## src/rtl/rgd_pkg.sv

```systemverilog
// Types and constants shared by the RDS group decoder.
`timescale 1ns / 1ps

package rgd_pkg;

    localparam int STATION_CHARS = 8;
    localparam int TEXT_CHARS    = 64;
    localparam int STATION_SEGS  = STATION_CHARS / 2;
    localparam int TEXT_SEGS     = TEXT_CHARS / 4;

    localparam int IN_DATA_W  = 56;
    localparam int OUT_DATA_W = 48;

    // Command carried in tuser of the input stream.
    typedef enum logic [1:0] {
        FUNC_GROUP = 2'd0,
        FUNC_TICK  = 2'd1,
        FUNC_READ  = 2'd2,
        FUNC_CLEAR = 2'd3
    } t_func;

    // Group type and version, bits 15..11 of block B.
    localparam logic [4:0] GT_0A = 5'b00000;
    localparam logic [4:0] GT_0B = 5'b00001;
    localparam logic [4:0] GT_2A = 5'b00100;
    localparam logic [4:0] GT_4A = 5'b01000;

    localparam logic [7:0] CHAR_CR = 8'h0D;

    localparam logic [6:0] TEXT_LEN_MAX = 7'(TEXT_CHARS);

endpackage

```

## src/rtl/rds_group_decoder.sv

```systemverilog
// RDS group decoder: station name, RadioText, clock time and running clock.
`timescale 1ns / 1ps

// One beat enters per clock and every input beat produces exactly one output beat: the
// beat is held in an input register, decoded in one pass of logic against the stored
// text and clock state, and the result lands in an output register. The rate is one
// beat per clock, set by that single decode pass; back-pressure on the output stalls
// the input register and nothing is lost. The input beat carries the command in tuser
// (0 group, 1 one-second tick, 2 read a snapshot character, 3 clear text state). Every
// output beat reports the snapshot status and the running clock; the character fields are
// only non-zero for a read. Station name and RadioText are kept as two-character and
// four-character segments in flip-flops, so a snapshot copies in the same clock.
module rds_group_decoder (
    input  logic        i_clk,
    input  logic        i_rst_n,
    input  logic        s_axis_tvalid,
    output logic        s_axis_tready,
    // block_b [15:0], block_c [31:16], block_d [47:32], char_index [53:48], zeros [55:54]
    input  logic [55:0] s_axis_tdata,
    // func [1:0]
    input  logic [1:0]  s_axis_tuser,
    output logic        m_axis_tvalid,
    input  logic        m_axis_tready,
    // station_ready [0], text_len [7:1], time_valid [8], hours [13:9], minutes [20:14],
    // seconds [26:21], station_char [34:27], text_char [42:35], zeros [47:43]
    output logic [47:0] m_axis_tdata
);
    import rgd_pkg::*;

    // Input register
    logic                  r_in_valid;
    t_func                 r_func;
    logic [15:0]           r_block_b;
    logic [15:0]           r_block_c;
    logic [15:0]           r_block_d;
    logic [5:0]            r_char_index;

    // Output register
    logic                  r_out_valid;
    logic [OUT_DATA_W-1:0] r_out_data;
    logic [OUT_DATA_W-1:0] n_out_data;

    // Decoder state
    logic [15:0]           r_station_work [STATION_SEGS];
    logic [15:0]           n_station_work [STATION_SEGS];
    logic [15:0]           r_station_snap [STATION_SEGS];
    logic [15:0]           n_station_snap [STATION_SEGS];
    logic [STATION_SEGS-1:0] r_station_mask, n_station_mask;
    logic                  r_station_full, n_station_full;
    logic [31:0]           r_text_work [TEXT_SEGS];
    logic [31:0]           n_text_work [TEXT_SEGS];
    logic [31:0]           r_text_snap [TEXT_SEGS];
    logic [31:0]           n_text_snap [TEXT_SEGS];
    logic [TEXT_SEGS-1:0]  r_text_mask, n_text_mask;
    logic [6:0]            r_text_work_len, n_text_work_len;
    logic [6:0]            r_text_snap_len, n_text_snap_len;
    logic [4:0]            r_clk_hours, n_clk_hours;
    logic [6:0]            r_clk_minutes, n_clk_minutes;
    logic [5:0]            r_clk_seconds, n_clk_seconds;
    logic                  r_clk_valid, n_clk_valid;

    // Decode temporaries
    logic                  advance;
    logic [4:0]            group_type;
    logic [1:0]            st_seg;
    logic [STATION_SEGS-1:0] st_bit;
    logic [STATION_SEGS-1:0] st_mask;
    logic [3:0]            tx_seg;
    logic [TEXT_SEGS-1:0]  tx_bit;
    logic [TEXT_SEGS-1:0]  tx_mask;
    logic [31:0]           tx_word;
    logic                  cr_found;
    logic [1:0]            cr_pos;
    logic [6:0]            tm_min;
    logic [6:0]            tm_hour;
    logic [3:0]            tm_off;
    logic [6:0]            tk_sec;
    logic [7:0]            tk_min;
    logic [5:0]            tk_hour;
    logic [7:0]            station_char;
    logic [7:0]            text_char;
    logic [15:0]           rd_st_word;
    logic [31:0]           rd_tx_word;

    assign advance       = r_in_valid && (!r_out_valid || m_axis_tready);
    assign s_axis_tready = !r_in_valid || advance;
    assign m_axis_tvalid = r_out_valid;
    assign m_axis_tdata  = r_out_data;

    assign group_type = r_block_b[15:11];
    assign st_seg     = r_block_b[1:0];
    assign st_bit     = STATION_SEGS'(1) << st_seg;
    assign tx_seg     = r_block_b[3:0];
    assign tx_bit     = TEXT_SEGS'(1) << tx_seg;
    assign tx_word    = {r_block_c, r_block_d};
    assign rd_st_word = r_station_snap[r_char_index[2:1]];
    assign rd_tx_word = r_text_snap[r_char_index[5:2]];

    // Lowest character position in the segment holding a carriage return.
    always_comb begin
        cr_found = 1'b0;
        cr_pos   = 2'd0;
        for (int i = 3; i >= 0; i--) begin
            if (tx_word[31-8*i -: 8] == CHAR_CR) begin
                cr_found = 1'b1;
                cr_pos   = 2'(i);
            end
        end
    end

    always_comb begin
        n_station_work  = r_station_work;
        n_station_snap  = r_station_snap;
        n_station_mask  = r_station_mask;
        n_station_full  = r_station_full;
        n_text_work     = r_text_work;
        n_text_snap     = r_text_snap;
        n_text_mask     = r_text_mask;
        n_text_work_len = r_text_work_len;
        n_text_snap_len = r_text_snap_len;
        n_clk_hours     = r_clk_hours;
        n_clk_minutes   = r_clk_minutes;
        n_clk_seconds   = r_clk_seconds;
        n_clk_valid     = r_clk_valid;
        station_char    = 8'd0;
        text_char       = 8'd0;
        st_mask         = r_station_mask;
        tx_mask         = r_text_mask;
        tm_min          = 7'(r_block_d[11:6]);
        tm_hour         = 7'({r_block_c[0], r_block_d[15:12]});
        tm_off          = r_block_d[4:1];
        tk_sec          = 7'(r_clk_seconds) + 7'd1;
        tk_min          = 8'(r_clk_minutes);
        tk_hour         = 6'(r_clk_hours);

        unique case (r_func)
            FUNC_GROUP: begin
                if (group_type == GT_0A || group_type == GT_0B) begin
                    if (!((r_station_mask & st_bit) != '0
                          && r_station_work[st_seg] == r_block_d)) begin
                        if ((r_station_mask & st_bit) != '0) begin
                            st_mask = st_bit;
                        end else begin
                            st_mask = r_station_mask | st_bit;
                        end
                        n_station_mask         = st_mask;
                        n_station_work[st_seg] = r_block_d;
                        if (st_mask == '1) begin
                            n_station_snap = n_station_work;
                            n_station_full = 1'b1;
                        end
                    end
                end else if (group_type == GT_2A) begin
                    if (!((r_text_mask & tx_bit) != '0
                          && r_text_work[tx_seg] == tx_word)) begin
                        if ((r_text_mask & tx_bit) != '0) begin
                            n_text_work_len = TEXT_LEN_MAX;
                            tx_mask         = tx_bit;
                        end else begin
                            tx_mask = r_text_mask | tx_bit;
                        end
                        n_text_work[tx_seg] = tx_word;
                        // A carriage return ends the text: every later segment counts.
                        if (cr_found) begin
                            n_text_work_len = {1'b0, tx_seg, cr_pos};
                            tx_mask         = tx_mask | ({TEXT_SEGS{1'b1}} << tx_seg);
                        end
                        n_text_mask = tx_mask;
                        if (tx_mask == '1) begin
                            n_text_snap     = n_text_work;
                            n_text_snap_len = n_text_work_len;
                        end
                    end
                end else if (group_type == GT_4A) begin
                    // Local offset in half hours; bit 5 of block D selects west of UTC.
                    if (r_block_d[5]) begin
                        if (r_block_d[0]) begin
                            if (tm_min < 7'd30) begin
                                tm_min  = tm_min + 7'd30;
                                tm_hour = (tm_hour == 7'd0) ? 7'd23 : tm_hour - 7'd1;
                            end else begin
                                tm_min = tm_min - 7'd30;
                            end
                        end
                        if (tm_hour < 7'(tm_off)) begin
                            tm_hour = tm_hour + 7'd24 - 7'(tm_off);
                        end else begin
                            tm_hour = tm_hour - 7'(tm_off);
                        end
                    end else begin
                        if (r_block_d[0]) begin
                            if (tm_min >= 7'd30) begin
                                tm_min  = tm_min - 7'd30;
                                tm_hour = (tm_hour == 7'd23) ? 7'd0 : tm_hour + 7'd1;
                            end else begin
                                tm_min = tm_min + 7'd30;
                            end
                        end
                        if (tm_hour >= 7'd24 - 7'(tm_off)) begin
                            tm_hour = tm_hour + 7'(tm_off) - 7'd24;
                        end else begin
                            tm_hour = tm_hour + 7'(tm_off);
                        end
                    end
                    n_clk_hours   = tm_hour[4:0];
                    n_clk_minutes = tm_min;
                    n_clk_seconds = 6'd0;
                    n_clk_valid   = 1'b1;
                end
            end
            FUNC_TICK: begin
                if (tk_sec >= 7'd60) begin
                    tk_sec = tk_sec - 7'd60;
                    tk_min = tk_min + 8'd1;
                    if (tk_min >= 8'd60) begin
                        tk_min  = tk_min - 8'd60;
                        tk_hour = tk_hour + 6'd1;
                        if (tk_hour >= 6'd24) begin
                            tk_hour = tk_hour - 6'd24;
                        end
                    end
                end
                n_clk_seconds = tk_sec[5:0];
                n_clk_minutes = tk_min[6:0];
                n_clk_hours   = tk_hour[4:0];
            end
            FUNC_READ: begin
                if (r_station_full) begin
                    station_char = r_char_index[0] ? rd_st_word[7:0] : rd_st_word[15:8];
                end
                if ({1'b0, r_char_index} < r_text_snap_len) begin
                    text_char = rd_tx_word[31-8*r_char_index[1:0] -: 8];
                end
            end
            FUNC_CLEAR: begin
                // The station snapshot data is never read while the full flag is low.
                n_station_mask  = '0;
                n_station_full  = 1'b0;
                n_text_mask     = '0;
                n_text_snap_len = 7'd0;
            end
            default: begin
            end
        endcase

        n_out_data = {5'd0, text_char, station_char, n_clk_seconds, n_clk_minutes,
                      n_clk_hours, n_clk_valid, n_text_snap_len, n_station_full};
    end

    // Handshake and control state
    always_ff @(posedge i_clk) begin
        if (!i_rst_n) begin
            r_in_valid      <= 1'b0;
            r_out_valid     <= 1'b0;
            r_station_mask  <= '0;
            r_station_full  <= 1'b0;
            r_text_mask     <= '0;
            r_text_work_len <= TEXT_LEN_MAX;
            r_text_snap_len <= 7'd0;
            r_clk_hours     <= 5'd0;
            r_clk_minutes   <= 7'd0;
            r_clk_seconds   <= 6'd0;
            r_clk_valid     <= 1'b0;
        end else begin
            if (s_axis_tready) begin
                r_in_valid <= s_axis_tvalid;
            end
            if (advance) begin
                r_out_valid     <= 1'b1;
                r_station_mask  <= n_station_mask;
                r_station_full  <= n_station_full;
                r_text_mask     <= n_text_mask;
                r_text_work_len <= n_text_work_len;
                r_text_snap_len <= n_text_snap_len;
                r_clk_hours     <= n_clk_hours;
                r_clk_minutes   <= n_clk_minutes;
                r_clk_seconds   <= n_clk_seconds;
                r_clk_valid     <= n_clk_valid;
            end else if (m_axis_tready) begin
                r_out_valid <= 1'b0;
            end
        end
    end

    // Payload and text storage. Work buffers start at zero, as the snapshots copy them.
    always_ff @(posedge i_clk) begin
        if (!i_rst_n) begin
            for (int i = 0; i < STATION_SEGS; i++) begin
                r_station_work[i] <= 16'd0;
                r_station_snap[i] <= 16'd0;
            end
            for (int i = 0; i < TEXT_SEGS; i++) begin
                r_text_work[i] <= 32'd0;
                r_text_snap[i] <= 32'd0;
            end
        end else if (advance) begin
            r_station_work <= n_station_work;
            r_station_snap <= n_station_snap;
            r_text_work    <= n_text_work;
            r_text_snap    <= n_text_snap;
        end
    end

    always_ff @(posedge i_clk) begin
        if (s_axis_tready) begin
            r_func       <= t_func'(s_axis_tuser);
            r_block_b    <= s_axis_tdata[15:0];
            r_block_c    <= s_axis_tdata[31:16];
            r_block_d    <= s_axis_tdata[47:32];
            r_char_index <= s_axis_tdata[53:48];
        end
        if (advance) begin
            r_out_data <= n_out_data;
        end
    end

    a_seconds_range: assert property (@(posedge i_clk) disable iff (!i_rst_n)
        r_clk_seconds < 6'd60)
        else $error("running clock seconds out of range");

    a_text_len_range: assert property (@(posedge i_clk) disable iff (!i_rst_n)
        r_text_snap_len <= TEXT_LEN_MAX && r_text_work_len <= TEXT_LEN_MAX)
        else $error("RadioText length beyond buffer");

    a_time_valid_sticky: assert property (@(posedge i_clk) disable iff (!i_rst_n)
        r_clk_valid |=> r_clk_valid)
        else $error("time valid dropped without reset");

    a_state_holds_on_stall: assert property (@(posedge i_clk) disable iff (!i_rst_n)
        !advance |=> $stable(r_clk_seconds) && $stable(r_text_mask)
                     && $stable(r_station_mask))
        else $error("decoder state changed without a beat");

endmodule

```

## config.mk

```make
export PLATFORM = sky130hd
export DESIGN_NAME = rds_group_decoder
export DESIGN_NICKNAME = d
export VERILOG_FILES = /design/src/rtl/rgd_pkg.sv /design/src/rtl/rds_group_decoder.sv
export SDC_FILE = /design/constraint.sdc
export NUM_CORES = 2
export LEC_CHECK = 0
export BUFFER_PORTS_ARGS = -buffer_cell sky130_fd_sc_hd__buf_2
export CAP_MARGIN = 20
export CORE_AREA = 10 10 376 378
export CTS_BUF_LIST = sky130_fd_sc_hd__clkbuf_16
export CTS_CLUSTER_SIZE = 16
export DETAILED_ROUTE_END_ITERATION = 6
export DIE_AREA = 0 0 386 388
export PLACE_DENSITY = 0.68
export SYNTH_ARGS = -nofsm -noshare
export SYNTH_HDL_FRONTEND = slang
export SYNTH_SLANG_ARGS = --single-unit
```

## constraint.sdc

```tcl
create_clock -name i_clk -period 11.9 [get_ports i_clk]
set_input_delay 1.19 -clock i_clk [delete_from_list [all_inputs] [get_ports i_clk]]
set_output_delay 1.19 -clock i_clk [all_outputs]
set_load 0.01 [all_outputs]
```

==> Yosys cells after proc, flatten, opt, wreduce, memory -nomap -nowiden <==
Index checks and enable logic that the tools add are counted.
{ "classes": {"n_addsub": 17, "n_lt_le_gt_ge": 14, "eq_ne": 20, "shifts": 4, "muxes": 107, "bitwise_logic": 12, "n_reduce_logical": 25} }
{ "ops": {"columns": ["operator", "n"], "rows": [
  ["bitwise mux 512 bit", 1],
  ["2-to-1 mux 16 bit", 18],
  ["binary-select mux 32 bit (select 4 bit)", 2],
  ["2-to-1 mux 7 bit", 29],
  ["2-to-1 mux 32 bit", 5],
  ["demux 32 bit (select 4 bit)", 1],
  ["binary-select mux 16 bit (select 2 bit)", 2],
  ["bitwise mux 64 bit", 1],
  ["2-to-1 mux 5 bit", 9],
  ["2-to-1 mux 6 bit", 7],
  ["variable part select 39 x 33 -> 8 bit", 1],
  ["demux 16 bit (select 2 bit)", 1],
  ["equality test 32 bit", 1],
  ["equality test 8 x 4 -> 1 bit (second input constant)", 4],
  ["OR 16 bit", 2],
  ["case mux 16 bit (2 select lines)", 1],
  ["case mux 7 bit (2 select lines)", 2],
  ["2-to-1 mux 4 bit", 6],
  ["AND 16 bit", 1],
  ["equality test 16 bit", 1],
  ["equality test 16 bit (second input constant)", 1],
  ["nonzero test 16 bit", 1],
  ["<< shifter 1 x 4 -> 16 bit (first input constant)", 1],
  ["<< shifter 16 x 4 -> 16 bit (first input constant)", 1],
  ["57 further kinds", 100]
]} }
{ "totals": {"reg_bits": 1307, "input_bits": 62, "output_inout_bits": 50, "word_cells": 258} }

==> Depth between registers and ports, before layout <==
{ "depth": {"depth_word": 22, "mapped_depth": 20} }

==> Worst setup path before layout <==
No wires, ideal clock.
{ "synth_path": {"path_type": "register to register", "startpoint": "register r_block_d[13]", "endpoint": "register r_text_snap[134] (netlist name)", "setup_time_ns": 0.122, "arrival_ns": 4.299, "required_ns": 11.778, "path_slack_ns": 7.480, "path_stages_with_launch": 20, "n_path_buf": 7, "synth_period_minus_slack_ns": 4.420, "cell_sequence": "edfxtp_1 clkbuf_1 clkbuf_1 inv_1 clkbuf_1 ha_1 or3b_1 or4b_1 and4_4 buf_6 o21ai_2 o22a_1 o221ai_2 nor4_2 nand4b_4 or2_4 buf_12 buf_12 buf_12 mux2i_1"} }
{ "synth_via": {"elab_chain_len": 11} }
{ "synth_rtl": {"columns": ["item", "line_no", "text"], "rows": [
  ["from (decl)", "rds_group_decoder.sv:35", "logic [15:0] r_block_d;"],
  ["from (signal assigned)", "rds_group_decoder.sv:309", "r_block_d <= s_axis_tdata[47:32];"],
  ["equality test 8 x 4 -> 1 bit", "rds_group_decoder.sv:104", "if (tx_word[31-8*i -: 8] == CHAR_CR) begin"],
  ["2-to-1 mux 1 bit (3 in series)", "rds_group_decoder.sv:104", null],
  ["2-to-1 mux 16 bit", "rds_group_decoder.sv:164", "if (cr_found) begin"],
  ["2-to-1 mux 16 bit", "rds_group_decoder.sv:154", "if (!((r_text_mask & tx_bit) != '0"],
  ["2-to-1 mux 16 bit", "rds_group_decoder.sv:153", "end else if (group_type == GT_2A) begin"],
  ["2-to-1 mux 16 bit", "rds_group_decoder.sv:138", "if (group_type == GT_0A || group_type == GT_0B) begin"],
  ["2-to-1 mux 16 bit", "rds_group_decoder.sv:136", "unique case (r_func)"],
  ["equality test 16 bit", "rds_group_decoder.sv:169", "if (tx_mask == '1) begin"],
  ["AND reduction 6 bit (no source line) (*)", null, null],
  ["to (signal assigned)", "rds_group_decoder.sv:300", "r_text_snap <= n_text_snap;"],
  ["to (decl)", "rds_group_decoder.sv:52", "logic [31:0] r_text_snap [TEXT_SEGS];"]
]} }
Mark *: on every way between the ends. The rest lies on a longest branch, timed or not. The select of a mux whose other input is x is not followed.
A chain may end at the register's enable or synchronous reset.

==> Worst setup path after layout <==
{ "layout_path": {"startpoint": "register r_block_b[1]", "endpoint": "register r_text_snap[447] (netlist name)"} }
{ "layout_via": {"elab_chain_len": 16} }
{ "layout_rtl": {"columns": ["item", "line_no", "text"], "rows": [
  ["from (decl)", "rds_group_decoder.sv:33", "logic [15:0] r_block_b;"],
  ["from (signal assigned)", "rds_group_decoder.sv:307", "r_block_b <= s_axis_tdata[15:0];"],
  ["<< shifter 1 x 4 -> 16 bit", "rds_group_decoder.sv:94", "assign tx_bit = TEXT_SEGS'(1) << tx_seg;"],
  ["AND 16 bit", "rds_group_decoder.sv:154, rds_group_decoder.sv:156", null],
  ["nonzero test 16 bit", "rds_group_decoder.sv:154, rds_group_decoder.sv:156", null],
  ["2-to-1 mux 16 bit", "rds_group_decoder.sv:156", "if ((r_text_mask & tx_bit) != '0) begin"],
  ["2-to-1 mux 16 bit", "rds_group_decoder.sv:154", null],
  ["2-to-1 mux 16 bit", "rds_group_decoder.sv:153", null],
  ["2-to-1 mux 16 bit", "rds_group_decoder.sv:138", null],
  ["2-to-1 mux 16 bit", "rds_group_decoder.sv:136", null],
  ["OR 16 bit", "rds_group_decoder.sv:166", "tx_mask = tx_mask | ({TEXT_SEGS{1'b1}} << tx_seg);"],
  ["2-to-1 mux 16 bit", "rds_group_decoder.sv:164", null],
  ["2-to-1 mux 16 bit", "rds_group_decoder.sv:154", null],
  ["2-to-1 mux 16 bit", "rds_group_decoder.sv:153", null],
  ["2-to-1 mux 16 bit", "rds_group_decoder.sv:138", null],
  ["2-to-1 mux 16 bit", "rds_group_decoder.sv:136", null],
  ["equality test 16 bit", "rds_group_decoder.sv:169", null],
  ["AND reduction 6 bit (no source line)", null, null]
]} }
Several ways; a longest one is shown, not always the timed one. The select of a mux whose other input is x is not followed.

==> metrics.cfg <==
[global_route]
grt_pass1_vias=50260
grt_pass1_wl_mm=328.1
track_usage=0.2882
grt_max_degree=224
overflow=0
antenna_found_initial=8

[setup_path]
cp_slowest_stage_delay_ns=0.79
setup.worst_path.start_class=flip-flop
worst_r2r_path_depth=13
arrival_ns=8.55
critPathMostFrequentCell=buf_4
path_cells=buf_12 -> buf_4 -> mux4_2 -> mux2i_1 -> o21ai_0 -> nor4_1 -> o2111ai_1 -> or4_4 -> nand4b_4 -> or2_4 -> buf_4 -> buf_4 -> mux2i_1
r2r_slack_ns=4.05
cp-end-kind=flip-flop
cp_max_fo=92
required_ns=12.60
r2r-start=r_block_b[1]
crit_type=flip-flop to flip-flop
r2r-end=r_text_snap[447]
crit_slowest_cell=nor4_1

[layout]
drive_gt1_frac=0.1709
nets=6835
multi_input_area_um2=38030
stdcell_count=8605
syn_to_final_growth_pct=6.049
final_common_cell=nand2_1
final.fill_count=11630
layout_common_cells=1990 x nand2_1, 1243 x mux2i_1, 1208 x dfxtp_1
seqCellArea_um2=26950
stdcell_area_um2=73220
utilization=0.5493

[flow_run]
drv_cap=0

[yosys]
yosys.cell_types.count=89
synth-seq-cells=1300
synth_area_um2=69040
synthCells=7025
synthArstFlopShare=0
ys_warn_count=0
avgSynthCellArea_um2=9.828
ys_seq_area_frac=0.3903
ys.flop_type=dfxtp_1
synth-edff-count=92

[floorplan]
ioPinCount=112
die_width_um=386
initial_core_util=0.5180
coreArea_um2=133300
die_y_um=388
rows=134
die-area_um2=149800

[sta]
setup_viol=0
skew_ns=0.04385
fin_crit_sh=0.6600
fin_tns_setup_ns=0
period_needed_ns=7.853
hold_violations=0
setup_slack_ns=4.047
rsz0062_at_grt=no
worst_pin_slew_ns=1.216
maxSlewHeadroom=0.1894
maxSlewViolCount=0
fmax_mhz=127.3

[clocking]
ctsRootBufferMaster=clkbuf_16
cts_resized=0
path_clk_slew_ns=0.06
clk_latency_ns=0.80
cts_sinks=1300
post_cts_buffers=0
cts_htree_levels=4
hold_buffers=0
cts_tree=yes
numCtsBuffers=140
clockBufferDepth=3

[power]
p_per_area_nw_per_um2=128.2
p_leak_nw=33.04
ir_drop_uv=127.2

[place]
io_buffers=97
gp_congestion=0.8893
dp_hpwl_mm=125.8
dpl_cell_area_um2=68900
numPlacedInstances=8356
dp_slack_ns=4.407

[min_path]
hold_path_class=flip-flop to flip-flop
whs_path_depth=2
hold_start=r_text_snap[117]
hold_end=r_text_snap[117]

[drt]
viasPerCell=6.158
wire_per_inst_um=26.01
drt-initial-drc-count=6810
num_vias=52990
antenna_left=0
drt_pass1_iterations=6
drc_errors=0
drt_wl_total_mm=223.8

[outcome]
status=finished clean

==> layer usage <==
metal / track usage / up-vias / share of wire
li1: - / 23790 / -
met1: 0.3837 / 26240 / 0.41
met2: 0.4423 / 2419 / 0.45
met3: 0.06382 / 538 / 0.094
met4: 0.1343 / 6 / 0.050
met5: 0 / - / 0.00016
==> state kept, by name (all words and copies together), names as in the netlist, 9 cells and up <==
register and cells:
m_axis_tdata 43, r_block_b 9, r_block_c 16, r_text_work 512
r_station_work 64, r_station_snap 64, r_text_snap 512, r_block_d 16
r_text_mask 16
==> area by class of cell <==
cell class / count / share of cell area
Tap cell: 1768 / 0.03021
Inverter: 55 / 0.002854
Multi-Input combinational cell: 5018 / 0.5193
Timing Repair Buffer: 215 / 0.02057
Clock buffer: 147 / 0.05024
Sequential cell: 1300 / 0.3680
Antenna cell: 3 / 0.0001025
Clock inverter: 99 / 0.008647
==> synthesized netlist by cell type (47+ instances only) <==
| cell type | instances | area, µm² |
|---|---|---|
| nand2_1 | 1992 | 7477 |
| mux2i_1 | 1243 | 12440 |
| dfxtp_1 | 1208 | 24180 |
| clkbuf_1 | 452 | 1697 |
| mux2_2 | 435 | 4898 |
| mux4_2 | 259 | 5833 |
| nor2_1 | 220 | 825.8 |
| o21ai_0 | 169 | 845.8 |
| edfxtp_1 | 92 | 2763 |
| buf_12 | 85 | 1702 |
| a21oi_1 | 52 | 260.3 |
| a22oi_1 | 51 | 382.9 |
| inv_1 | 49 | 183.9 |
| nand3_1 | 47 | 235.2 |
==> through the flow <==
step	hold slack [ns]	power, mW
after global placement	0.4415	5.245
final	0.4564	9.385
after detailed placement	0.4499	5.250
after CTS	0.4584	9.399
after global routing	0.4720	9.620
after floorplan	0.4280	4.989
==> logic make-up (layout without fill, tap and decap cells) <==
family	Yosys count	after routing	share of synthesized area
AO/OA/AOI/OAI	517	517	0.05047
XOR/XNOR	69	69	0.008753
adder cells (fa/ha/maj)	43	43	0.008336
buffers and inverters	711	516	0.06265
flip-flops	1300	1300	0.3903
multiplexers	1937	1937	0.3356
other	1	8	0.00005432
AND/OR/NAND/NOR	2447	2447	0.1438
==> critical path, delay by kind of cell, from the launching register on <==
kind | cells | cell delay [ns]
flops | 1 | 0.76
simple gates | 4 | 2.40
compound gates | 2 | 0.35
buf+inv | 4 | 2.82
mux | 3 | 1.19
==> where the power goes <==
group / internal [mW] / leakage (nW) / switching [mW]
Sequential: 4.42 / 10.7 / 0.0233
Clock: 2.37 / 2.25 / 1.84
Combinational: 0.199 / 20.1 / 0.536
==> how the worst max path moves through the flow <==
stage	startpoint	to	slack, ns	cells past startpoint
final	r_block_b[1]	r_text_snap[447]	4.05	13
after floorplan	r_block_d[13]	r_text_snap[134]	7.48	19
after CTS	r_block_b[3]	r_text_snap[447]	4.40	15
after global routing	r_block_b[3]	r_text_snap[170]	4.02	15
after detailed placement	r_block_b[3]	r_text_snap[447]	4.41	15
after global placement	r_block_b[1]	r_text_snap[394]	4.48	13
Power figures use the tool's default switching activity.
